--- src/rtl/core/json_string_unescape_assert.svh ---
// Assertion macros for the JSON string unescaper.
// Used by the top level; relies on clock and reset being in scope.
`ifndef JSON_STRING_UNESCAPE_ASSERT_SVH
`define JSON_STRING_UNESCAPE_ASSERT_SVH

// same-cycle implication
`define JSU_ASSERT_IMPL(label, ante, cons, msg) \
   label: assert property (@(posedge clock) disable iff (reset) (ante) |-> (cons)) \
      else $error(msg);

// next-cycle implication
`define JSU_ASSERT_NEXT(label, ante, cons, msg) \
   label: assert property (@(posedge clock) disable iff (reset) (ante) |=> (cons)) \
      else $error(msg);

`endif

--- src/rtl/core/jsu_pkg.sv ---
// Shared types, constants and helper functions for the JSON string unescaper.
// No dependencies.
`default_nettype none

package jsu_pkg;

   // result kinds
   localparam logic [1:0] KIND_BYTE  = 2'd0;
   localparam logic [1:0] KIND_CLOSE = 2'd1;
   localparam logic [1:0] KIND_ERROR = 2'd2;

   // source characters
   localparam logic [7:0] CHAR_QUOTE  = 8'h22;
   localparam logic [7:0] CHAR_BSLASH = 8'h5C;
   localparam logic [7:0] CHAR_U      = 8'h75;

   // surrogate tags (top six bits of a 16-bit unit)
   localparam logic [5:0] SURR_HIGH_TAG = 6'b110110;
   localparam logic [5:0] SURR_LOW_TAG  = 6'b110111;
   localparam logic [20:0] SUPP_BASE    = 21'h10000;

   // UTF-8 lead and continuation marks
   localparam logic [7:0] UTF8_LEAD2 = 8'hC0;
   localparam logic [7:0] UTF8_LEAD3 = 8'hE0;
   localparam logic [7:0] UTF8_LEAD4 = 8'hF0;
   localparam logic [7:0] UTF8_CONT  = 8'h80;

   localparam int MAX_RESULTS = 6;
   localparam int QUEUE_DEPTH = 4;   // power of two, pointers wrap
   localparam int QUEUE_AW    = $clog2(QUEUE_DEPTH);
   localparam int QUEUE_CW    = $clog2(QUEUE_DEPTH + 1);

   typedef struct packed {
      logic [7:0] in_byte;
      logic       final_req;
   } req_type;

   typedef struct packed {
      logic [7:0] out_byte;
      logic [1:0] kind;
      logic       last;
   } rsp_type;

   typedef struct packed {
      logic [7:0] val;
      logic [1:0] kind;
   } res_type;

   // all results of one source byte
   typedef struct packed {
      logic [2:0]                   count;
      res_type [MAX_RESULTS-1:0]    res;
   } entry_type;

   typedef struct packed {
      logic      valid;
      entry_type entry;
   } push_type;

   typedef struct packed {
      logic [2:0]      count;
      logic [3:0][7:0] octets;
   } enc_type;

   function automatic logic hex_ok(input logic [7:0] b);
      return (b >= 8'h30 && b <= 8'h39) || (b >= 8'h61 && b <= 8'h66) ||
             (b >= 8'h41 && b <= 8'h46);
   endfunction

   function automatic logic [3:0] hex_nibble(input logic [7:0] b);
      logic [7:0] v;
      v = 8'h00;
      if (b >= 8'h30 && b <= 8'h39) v = b - 8'h30;
      else if (b >= 8'h61 && b <= 8'h66) v = b - 8'h57;
      else if (b >= 8'h41 && b <= 8'h46) v = b - 8'h37;
      return v[3:0];
   endfunction

   function automatic logic [7:0] esc_map(input logic [7:0] b);
      logic [7:0] v;
      case (b)
         8'h62: v = 8'h08;   // \b
         8'h66: v = 8'h0C;   // \f
         8'h6E: v = 8'h0A;   // \n
         8'h72: v = 8'h0D;   // \r
         8'h74: v = 8'h09;   // \t
         default: v = b;
      endcase
      return v;
   endfunction

   function automatic enc_type encode_cp(input logic [20:0] cp);
      enc_type e;
      e = '0;
      if (cp < 21'h80) begin
         e.count     = 3'd1;
         e.octets[0] = cp[7:0];
      end else if (cp < 21'h800) begin
         e.count     = 3'd2;
         e.octets[0] = UTF8_LEAD2 | {3'b000, cp[10:6]};
         e.octets[1] = UTF8_CONT | {2'b00, cp[5:0]};
      end else if (cp < SUPP_BASE) begin
         e.count     = 3'd3;
         e.octets[0] = UTF8_LEAD3 | {4'b0000, cp[15:12]};
         e.octets[1] = UTF8_CONT | {2'b00, cp[11:6]};
         e.octets[2] = UTF8_CONT | {2'b00, cp[5:0]};
      end else begin
         e.count     = 3'd4;
         e.octets[0] = UTF8_LEAD4 | {5'b00000, cp[20:18]};
         e.octets[1] = UTF8_CONT | {2'b00, cp[17:12]};
         e.octets[2] = UTF8_CONT | {2'b00, cp[11:6]};
         e.octets[3] = UTF8_CONT | {2'b00, cp[5:0]};
      end
      return e;
   endfunction

endpackage

`default_nettype wire

--- src/rtl/core/jsu_front.sv ---
// Front end: parses source bytes and builds at most one queue entry per byte.
// Depends on jsu_pkg.
`default_nettype none

module jsu_front (
   input  wire logic             clock,
   input  wire logic             reset,
   input  wire logic             accept,
   input  wire jsu_pkg::req_type req,
   output jsu_pkg::push_type     push
);

   typedef enum logic [2:0] {
      PH_IDLE     = 3'd0,
      PH_BODY     = 3'd1,
      PH_ESC      = 3'd2,
      PH_HEX      = 3'd3,
      PH_HELD     = 3'd4,
      PH_HELD_BS  = 3'd5,
      PH_HELD_HEX = 3'd6
   } phase_type;

   phase_type   phase_ff, phase_in;
   logic [15:0] hex_value_ff, hex_value_in;
   logic [1:0]  hex_count_ff, hex_count_in;
   logic [9:0]  pending_ff, pending_in;

   jsu_pkg::enc_type   enc_a, enc_b, high_enc;
   jsu_pkg::entry_type entry;
   logic [1:0]  sec_kind;
   logic        fail, do_body, do_esc, do_code, do_clear, dig_ok, done;
   logic [15:0] hv_next, code_val;
   logic [7:0]  b;
   logic [2:0]  j;

   always_comb begin
      b        = req.in_byte;
      phase_in = phase_ff;
      hex_value_in = hex_value_ff;
      hex_count_in = hex_count_ff;
      pending_in   = pending_ff;
      enc_a    = '0;
      enc_b    = '0;
      sec_kind = jsu_pkg::KIND_BYTE;
      fail     = 1'b0;
      do_body  = 1'b0;
      do_esc   = 1'b0;
      do_code  = 1'b0;
      do_clear = 1'b0;
      code_val = 16'h0000;
      dig_ok   = jsu_pkg::hex_ok(b);
      hv_next  = {hex_value_ff[11:0], jsu_pkg::hex_nibble(b)};
      done     = (hex_count_ff == 2'd3);
      high_enc = jsu_pkg::encode_cp({5'b00000, jsu_pkg::SURR_HIGH_TAG, pending_ff});

      case (phase_ff)
         PH_BODY: begin
            do_body = 1'b1;
         end
         PH_ESC: begin
            do_esc = 1'b1;
         end
         PH_HEX: begin
            if (!dig_ok) begin
               fail = 1'b1;
            end else begin
               hex_value_in = hv_next;
               if (done) begin
                  hex_count_in = 2'd0;
                  do_code      = 1'b1;
                  code_val     = hv_next;
               end else begin
                  hex_count_in = hex_count_ff + 2'd1;
               end
            end
         end
         PH_HELD: begin
            if (b == jsu_pkg::CHAR_BSLASH) begin
               phase_in = PH_HELD_BS;
            end else begin
               enc_a    = high_enc;
               phase_in = PH_BODY;
               do_body  = 1'b1;
            end
         end
         PH_HELD_BS: begin
            if (b == jsu_pkg::CHAR_U) begin
               phase_in     = PH_HELD_HEX;
               hex_value_in = 16'h0000;
               hex_count_in = 2'd0;
            end else begin
               enc_a  = high_enc;
               do_esc = 1'b1;
            end
         end
         PH_HELD_HEX: begin
            if (!dig_ok) begin
               fail = 1'b1;
            end else begin
               hex_value_in = hv_next;
               if (done) begin
                  hex_count_in = 2'd0;
                  if (hv_next[15:10] == jsu_pkg::SURR_LOW_TAG) begin
                     enc_b    = jsu_pkg::encode_cp(jsu_pkg::SUPP_BASE +
                                   {1'b0, pending_ff, hv_next[9:0]});
                     phase_in = PH_BODY;
                  end else begin
                     enc_a    = high_enc;
                     do_code  = 1'b1;
                     code_val = hv_next;
                  end
               end else begin
                  hex_count_in = hex_count_ff + 2'd1;
               end
            end
         end
         default: begin
            // idle, and the unused code
            do_clear = 1'b1;
            if (b != jsu_pkg::CHAR_QUOTE) fail = 1'b1;
         end
      endcase

      if (do_body) begin
         if (b == jsu_pkg::CHAR_QUOTE) begin
            enc_b.count = 3'd1;
            sec_kind    = jsu_pkg::KIND_CLOSE;
            do_clear    = 1'b1;
         end else if (b == jsu_pkg::CHAR_BSLASH) begin
            phase_in = PH_ESC;
         end else begin
            enc_b.count     = 3'd1;
            enc_b.octets[0] = b;
         end
      end

      if (do_esc) begin
         if (b == jsu_pkg::CHAR_U) begin
            phase_in     = PH_HEX;
            hex_value_in = 16'h0000;
            hex_count_in = 2'd0;
         end else begin
            enc_b.count     = 3'd1;
            enc_b.octets[0] = jsu_pkg::esc_map(b);
            phase_in        = PH_BODY;
         end
      end

      if (do_code) begin
         if (code_val[15:10] == jsu_pkg::SURR_HIGH_TAG) begin
            pending_in = code_val[9:0];
            phase_in   = PH_HELD;
         end else begin
            enc_b    = jsu_pkg::encode_cp({5'b00000, code_val});
            phase_in = PH_BODY;
         end
      end

      if (do_clear) begin
         phase_in     = PH_IDLE;
         hex_value_in = 16'h0000;
         hex_count_in = 2'd0;
         pending_in   = 10'h000;
      end
      // opening quote in idle enters the body
      if (phase_ff != PH_BODY && phase_ff != PH_ESC && phase_ff != PH_HEX &&
          phase_ff != PH_HELD && phase_ff != PH_HELD_BS && phase_ff != PH_HELD_HEX &&
          !fail) begin
         phase_in = PH_BODY;
      end

      // buffer ran out inside the string
      if (req.final_req && phase_in != PH_IDLE) fail = 1'b1;

      entry       = '0;
      entry.count = enc_a.count + enc_b.count;
      for (int i = 0; i < jsu_pkg::MAX_RESULTS; i++) begin
         j = 3'(i) - enc_a.count;
         if (3'(i) < enc_a.count) begin
            entry.res[i].val  = enc_a.octets[i[1:0]];
            entry.res[i].kind = jsu_pkg::KIND_BYTE;
         end else if (j < enc_b.count) begin
            entry.res[i].val  = enc_b.octets[j[1:0]];
            entry.res[i].kind = sec_kind;
         end
      end

      if (fail) begin
         entry             = '0;
         entry.count       = 3'd1;
         entry.res[0].kind = jsu_pkg::KIND_ERROR;
         phase_in     = PH_IDLE;
         hex_value_in = 16'h0000;
         hex_count_in = 2'd0;
         pending_in   = 10'h000;
      end

      push.valid = accept && (entry.count != 3'd0);
      push.entry = entry;
   end

   always_ff @(posedge clock) begin
      if (reset) begin
         phase_ff     <= PH_IDLE;
         hex_value_ff <= 16'h0000;
         hex_count_ff <= 2'd0;
         pending_ff   <= 10'h000;
      end else if (accept) begin
         phase_ff     <= phase_in;
         hex_value_ff <= hex_value_in;
         hex_count_ff <= hex_count_in;
         pending_ff   <= pending_in;
      end
   end

endmodule

`default_nettype wire

--- src/rtl/core/jsu_queue.sv ---
// Entry queue between the parser front end and the result serializer.
// Depends on jsu_pkg.
`default_nettype none

module jsu_queue (
   input  wire logic               clock,
   input  wire logic               reset,
   input  wire jsu_pkg::push_type  push,
   output logic                    full,
   input  wire logic               pop,
   output jsu_pkg::entry_type      head,
   output logic                    head_valid
);

   jsu_pkg::entry_type                    mem_ff [jsu_pkg::QUEUE_DEPTH];
   logic [jsu_pkg::QUEUE_AW-1:0]          wr_ptr_ff, wr_ptr_in;
   logic [jsu_pkg::QUEUE_AW-1:0]          rd_ptr_ff, rd_ptr_in;
   logic [jsu_pkg::QUEUE_CW-1:0]          count_ff, count_in;

   assign full       = (count_ff == jsu_pkg::QUEUE_CW'(jsu_pkg::QUEUE_DEPTH));
   assign head_valid = (count_ff != '0);
   assign head       = mem_ff[rd_ptr_ff];

   always_comb begin
      wr_ptr_in = push.valid ? wr_ptr_ff + 1'b1 : wr_ptr_ff;
      rd_ptr_in = pop ? rd_ptr_ff + 1'b1 : rd_ptr_ff;
      count_in  = count_ff;
      if (push.valid && !pop) count_in = count_ff + 1'b1;
      else if (!push.valid && pop) count_in = count_ff - 1'b1;
   end

   always_ff @(posedge clock) begin
      if (reset) begin
         wr_ptr_ff <= '0;
         rd_ptr_ff <= '0;
         count_ff  <= '0;
      end else begin
         wr_ptr_ff <= wr_ptr_in;
         rd_ptr_ff <= rd_ptr_in;
         count_ff  <= count_in;
      end
   end

   always_ff @(posedge clock) begin
      if (push.valid) mem_ff[wr_ptr_ff] <= push.entry;
   end

endmodule

`default_nettype wire

--- src/rtl/core/jsu_back.sv ---
// Back end: walks the head entry one result per beat into the output register.
// Depends on jsu_pkg.
`default_nettype none

module jsu_back (
   input  wire logic               clock,
   input  wire logic               reset,
   input  wire jsu_pkg::entry_type head,
   input  wire logic               head_valid,
   output logic                    pop,
   output logic                    rsp_valid,
   input  wire logic               rsp_stall,
   output jsu_pkg::rsp_type        rsp_payload
);

   logic [2:0]       idx_ff, idx_in;
   logic             rsp_valid_ff, rsp_valid_in;
   jsu_pkg::rsp_type rsp_payload_ff, rsp_payload_in;
   logic             load, at_end;

   always_comb begin
      load   = head_valid && (!rsp_valid_ff || !rsp_stall);
      at_end = (idx_ff == 3'(head.count - 3'd1));
      pop    = load && at_end;

      idx_in = idx_ff;
      if (pop) idx_in = 3'd0;
      else if (load) idx_in = idx_ff + 3'd1;

      rsp_valid_in = rsp_valid_ff;
      if (load) rsp_valid_in = 1'b1;
      else if (!rsp_stall) rsp_valid_in = 1'b0;

      rsp_payload_in = rsp_payload_ff;
      if (load) begin
         rsp_payload_in.out_byte = head.res[idx_ff].val;
         rsp_payload_in.kind     = head.res[idx_ff].kind;
         rsp_payload_in.last     = at_end;
      end
   end

   always_ff @(posedge clock) begin
      if (reset) begin
         idx_ff       <= 3'd0;
         rsp_valid_ff <= 1'b0;
      end else begin
         idx_ff       <= idx_in;
         rsp_valid_ff <= rsp_valid_in;
      end
      rsp_payload_ff <= rsp_payload_in;
   end

   assign rsp_valid   = rsp_valid_ff;
   assign rsp_payload = rsp_payload_ff;

endmodule

`default_nettype wire

--- src/rtl/core/json_string_unescape.sv ---
// JSON string literal unescaper. Feed the literal one source byte per beat,
// starting with the opening double quote; set final_req on the last byte of
// the source buffer. Each byte yields zero to six result beats: decoded bytes
// (kind 0, with \uXXXX escapes and surrogate pairs turned into UTF-8), a close
// beat (kind 1) on the closing quote, or a single error beat (kind 2) on a bad
// hex digit, a missing opening quote, or a buffer that ends inside the string;
// on error drop every byte already taken for that string. last marks the
// final beat caused by one source byte. Rate: one source byte per cycle while
// req_stall is low; the output side moves one result per cycle while rsp_stall
// is low, so a byte with k results holds the output until all k are out. A
// four-entry queue of per-byte result groups sits between the parser and
// the output serializer and absorbs such bursts; req_stall rises only when
// that queue is full. Results pass through the queue and the output register.
// Depends on jsu_pkg, jsu_front, jsu_queue, jsu_back and the assertion header.
`default_nettype none

`include "json_string_unescape_assert.svh"

module json_string_unescape (
   input  wire logic             clock,
   input  wire logic             reset,
   input  wire logic             req_valid,
   output logic                  req_stall,
   input  wire jsu_pkg::req_type req_payload,
   output logic                  rsp_valid,
   input  wire logic             rsp_stall,
   output jsu_pkg::rsp_type      rsp_payload
);

   jsu_pkg::push_type  push;
   jsu_pkg::entry_type head;
   logic               q_full;
   logic               head_valid;
   logic               pop;
   logic               accept;
   logic               term_beat;
   logic               term_ok;

   // input side only waits on queue space
   assign req_stall = q_full;
   assign accept    = req_valid && !req_stall;

   // parser: state machine plus result grouping
   jsu_front u_front (
      .clock  (clock),
      .reset  (reset),
      .accept (accept),
      .req    (req_payload),
      .push   (push)
   );

   // groups wait here while the output drains
   jsu_queue u_queue (
      .clock      (clock),
      .reset      (reset),
      .push       (push),
      .full       (q_full),
      .pop        (pop),
      .head       (head),
      .head_valid (head_valid)
   );

   // one result per beat, registered output
   jsu_back u_back (
      .clock       (clock),
      .reset       (reset),
      .head        (head),
      .head_valid  (head_valid),
      .pop         (pop),
      .rsp_valid   (rsp_valid),
      .rsp_stall   (rsp_stall),
      .rsp_payload (rsp_payload)
   );

   // close or error beat on the output, and what it must look like
   assign term_beat = rsp_valid && (rsp_payload.kind != jsu_pkg::KIND_BYTE);
   assign term_ok   = rsp_payload.last && (rsp_payload.out_byte == 8'h00);

   // a group is never written into a full queue
   `JSU_ASSERT_IMPL(a_no_push_full, push.valid, !q_full, "push into full queue")
   // the serializer only retires a group that exists
   `JSU_ASSERT_IMPL(a_pop_nonempty, pop, head_valid, "pop from empty queue")
   // close and error beats are single, terminal and carry a zero byte
   `JSU_ASSERT_IMPL(a_term_last, term_beat, term_ok, "bad close or error beat")
   // a stalled group is not retired early
   `JSU_ASSERT_NEXT(a_head_held, head_valid && rsp_valid && rsp_stall, head_valid, "group lost under stall")

endmodule

`default_nettype wire

--- config.mk ---
export PLATFORM = sky130hd
export DESIGN_NAME = json_string_unescape
export DESIGN_NICKNAME = d
export VERILOG_FILES = /design/src/rtl/core/jsu_pkg.sv /design/src/rtl/core/jsu_front.sv /design/src/rtl/core/jsu_queue.sv /design/src/rtl/core/jsu_back.sv /design/src/rtl/core/json_string_unescape.sv
export VERILOG_INCLUDE_DIRS = /design/src /design/src/rtl/core
export SDC_FILE = /design/constraint.sdc
export NUM_CORES = 1
export LEC_CHECK = 0
export BUFFER_PORTS_ARGS = -buffer_cell sky130_fd_sc_hd__buf_2
export CAP_MARGIN = 20
export CORE_ASPECT_RATIO = 1.75
export CORE_MARGIN = 5
export CORE_UTILIZATION = 47
export CTS_BUF_LIST = sky130_fd_sc_hd__clkbuf_16
export DETAILED_ROUTE_END_ITERATION = 10
export PLACE_DENSITY_LB_ADDON = 0.1
export SYNTH_ARGS = -nofsm -noshare
export SYNTH_HDL_FRONTEND = slang
export SYNTH_SLANG_ARGS = --single-unit
--- constraint.sdc ---
create_clock -name clock -period 10.5 [get_ports clock]
set_input_delay 2.1 -clock clock [delete_from_list [all_inputs] [get_ports clock]]
set_output_delay 2.1 -clock clock [all_outputs]
set_load 0.02 [all_outputs]
==> flow_metrics.py <==
metrics = {
    "status": {
        "status": "finished clean",
    },
    "power_and_ir_drop": {
        "vdd_drop_max_mv": 0.112,
        "p_seq_share_pct": 50.7,
        "leakage_nw": 4.79,
        "combPwrFrac_pct": 17.3,
        "power_density_mw_per_mm2": 187,
        "clockPowerShare_pct": 32.0,
        "switching_share_pct": 25.2,
        "p_switching_uw": 698,
        "intPower_mw": 2.07,
    },
    "layout": {
        "layout-drive-gt1-share_pct": 18.7,
        "diodes": 0,
        "syn_to_final_growth_pct": 9.56,
        "final_nets": 1036,
        "final_core_util_pct": 51.8,
        "stdcell_count": 1396,
    },
    "global_routing": {
        "use_met1_pct": 23.7,
        "met2_usage_pct": 41.0,
        "grt_max_degree": 58,
        "busiest_layer": "met2",
        "grt_pass1_wl_mm": 54.5,
        "use_met3_pct": 2.67,
        "grt_pass1_vias": 8941,
        "track_usage_pct": 22.2,
        "antenna_found_initial": 1,
        "gr-total-overflow": 0,
    },
    "routing": {
        "drtAntennaViolNets": 0,
        "wl_per_cell_um": 25.8,
        "drt-total-wl_mm": 36.0,
        "dr.pass1.iters": 5,
        "vias": 8554,
        "drc": 0,
        "vias_per_cell": 6.13,
        "drt_iter0_markers": 570,
    },
    "placed_design": {
        "place.gp.congestion": 0.967,
        "portBuffers": 25,
        "dpl.cell_count": 1351,
        "dp_slack_ns": 2.86,
        "hpwl_mm": 25.6,
    },
    "sta": {
        "tns_ns": 0,
        "rsz0062_at_grt": "false",
        "layout_setup_ws_ns": 3.36,
        "worst_pin_slew_ns": 1.05,
        "hold_viol": 0,
        "fin_crit_sh_pct": 68.0,
        "clock.fmax_mhz": 140,
        "setup_viol": 0,
        "post-route-min-period_ns": 7.14,
        "max-slew-margin-rel_pct": 30.0,
        "final.setup_skew_ns": 0.0140,
        "maxSlewViolCount": 0,
    },
    "critical_path": {
        "max_stage_delay_ns": 0.83,
        "required_ns": 10.95,
        "cp_slowest_cell": "nor2_2",
        "crit_arrival_ns": 7.58,
        "path_class": "in2reg",
        "endpoint_kind": "flip-flop",
        "startpoint_type": "input port",
        "crit_chain": "buf_2 -> inv_1 -> ha_1 -> o21bai_1 -> a31oi_1 -> and3_1 -> a41oi_1 -> nor2_2 -> inv_2 -> fa_1 -> xor2_1 -> a31oi_2 -> ha_1 -> inv_1 -> fa_1 -> xor2_1 -> or3_1 -> a21oi_1",
        "cp_max_fo": 30,
    },
    "synthesis": {
        "synth_top_family_by_area": "compound AO/OA/AOI/OAI gates",
        "ys_seq_area_share_pct": 59.2,
        "synth-edff-count": 239,
        "yosys.area_share.adder_pct": 2.25,
        "yosys_warnings": 0,
        "synthCells": 983,
        "synthXorXnorAreaFrac_pct": 0.909,
        "ys.flop_type": "edfxtp_1",
        "synth-simple-area-share_pct": 10.2,
        "syn_area_mm2": 0.0135,
        "ys_ff_latch": 279,
        "avgSynthCellArea_um2": 13.7,
        "synth_compound_area_share_pct": 12.4,
        "muxShareOfSynthArea_pct": 12.1,
        "synthArstFlopShare_pct": 0,
        "ys_types": 94,
    },
    "job": {
        "maxCapViolCount": 0,
    },
    "floorplan": {
        "row_count": 82,
        "core_area_mm2": 0.0285,
        "die_w_um": 138,
        "die_y_um": 234,
        "die_area_mm2": 0.0323,
        "initial_core_util_pct": 47.3,
        "boundaryPins": 26,
    },
    "cts": {
        "tritoncts": "built",
        "clock_sinks": 279,
        "clockRootBuffer": "clkbuf_16",
        "clkLatencyLatePin_ns": 0.52,
        "cts_max_level": 1,
        "post-cts-setup-buffer-count": 0,
        "path_clk_slew_ns": 0.06,
        "cts_resized": 0,
        "cts_buffers": 25,
        "cts_hold_buffers": 0,
        "cts.path.max_buffers": 3,
    },
    "worst_hold_path": {
        "holdCritPathClass": "reg2reg",
    },
}
[cells by family after synthesis]
group,Yosys count
flip-flops,279
AND/OR/NAND/NOR,258
AO/OA/AOI/OAI,232
buffers and inverters,94
multiplexers,82
adder cells (fa/ha/maj),23
XOR/XNOR,14
other,1
[cells in the mapped netlist (all sizes together) (11+ instances only)]
library cell / count / area share [%]
a211oi: 14 / 1.0
a21oi: 47 / 1.8
a22o: 19 / 1.2
a31oi: 13 / 0.92
and2: 14 / 0.65
buf: 29 / 1.1
clkbuf: 27 / 0.76
dfxtp: 40 / 5.9
edfxtp: 239 / 53
ha: 21 / 1.9
inv: 38 / 1.1
mux2i: 15 / 1.1
mux4: 65 / 11
nand2: 62 / 1.8
nand3: 16 / 0.59
nor2: 73 / 2.1
nor3: 19 / 0.83
o21ai: 48 / 1.9
o22ai: 22 / 1.1
or3: 11 / 0.55
[worst max-delay path: cells and delay by family]
kind	cells	cell delay (ns)
AOI/OAI and AO/OA	5	1.20
xor gates and xnor gates	2	0.35
adders and majority gates	4	1.44
buffers and inverters	4	0.89
and+or+nand+nor	3	1.59
[layout make-up]
class,count,area (um^2)
tap,378,473
inverter,38,143
clock inverter,20,163
timing repair buffer,39,230
sequential,279,7980
clock buffer,25,626
fill,2550,13800
multi-input combinational,617,5150
[stage by stage]
step	area, um^2	total power [mW]	hold slack [ns]
6_report	14800	2.77	0.476
4_1_cts	14800	2.81	0.480
3_5_place_dp	14000	1.92	0.472
3_3_place_gp	14000	1.92	0.466
2_1_floorplan	13500	1.77	0.440
5_1_grt	14800	2.90	0.512
[sequential cells by signal, indices dropped and copies added (netlist names), named ones only]
signal and flops:
u_front.hex_count_ff 2, u_back.rsp_payload 11, u_front.pending_ff 10, u_queue.wr_ptr_ff 2, u_queue.count_ff 3, u_front.hex_value_ff 12
u_queue.mem_ff 228, u_front.phase_ff 3, u_back.idx_ff 3, u_back.rsp_valid 1, u_queue.rd_ptr_ff 2
[worst paths after layout]
path / depth (start not counted) / from / endpoint / slack [ns]
worst min register to register: 2 / u_back.rsp_valid / u_back.rsp_valid / 0.48
worst min-delay path: 2 / u_back.rsp_valid / u_back.rsp_valid / 0.48
worst max-delay path: 18 / req_payload[2] / u_queue.count_ff[2] / 3.36
worst max register to register: 13 / u_front.phase_ff[1] / u_queue.count_ff[2] / 5.34
[cell usage in the layout, fill, tap and decap left out, types with 16 or more instances in the layout]
| cell | count |
|---|---|
| ha_1 | 21 |
| mux4_2 | 65 |
| o22ai_1 | 21 |
| nor2_1 | 69 |
| o21ai_1 | 19 |
| inv_1 | 38 |
| clkbuf_16 | 25 |
| edfxtp_1 | 239 |
| nand2_1 | 60 |
| buf_2 | 25 |
| o21ai_0 | 27 |
| dfxtp_1 | 38 |
| a22o_1 | 19 |
| nor3_1 | 17 |
| a21oi_1 | 45 |
| nand3_1 | 16 |
[power by group through the flow]
stage / registers, mW / clock network, mW / logic (mW)
CTS: 1.41 / 0.908 / 0.493
global placement: 1.43 / 0 / 0.491
detailed placement: 1.43 / 0 / 0.493
floorplan: 1.44 / 0 / 0.338
finish: 1.40 / 0.886 / 0.480
global route: 1.42 / 0.954 / 0.526
[layer usage]
| layer | up-vias | wire (um) |
|---|---|---|
| met2 | 260 | 19200 |
| met3 | 124 | 1390 |
| met1 | 4280 | 12700 |
| met5 | - | 13 |
| met4 | 2 | 2580 |
| li1 | 3888 | - |
Power figures use the tool's default switching activity.
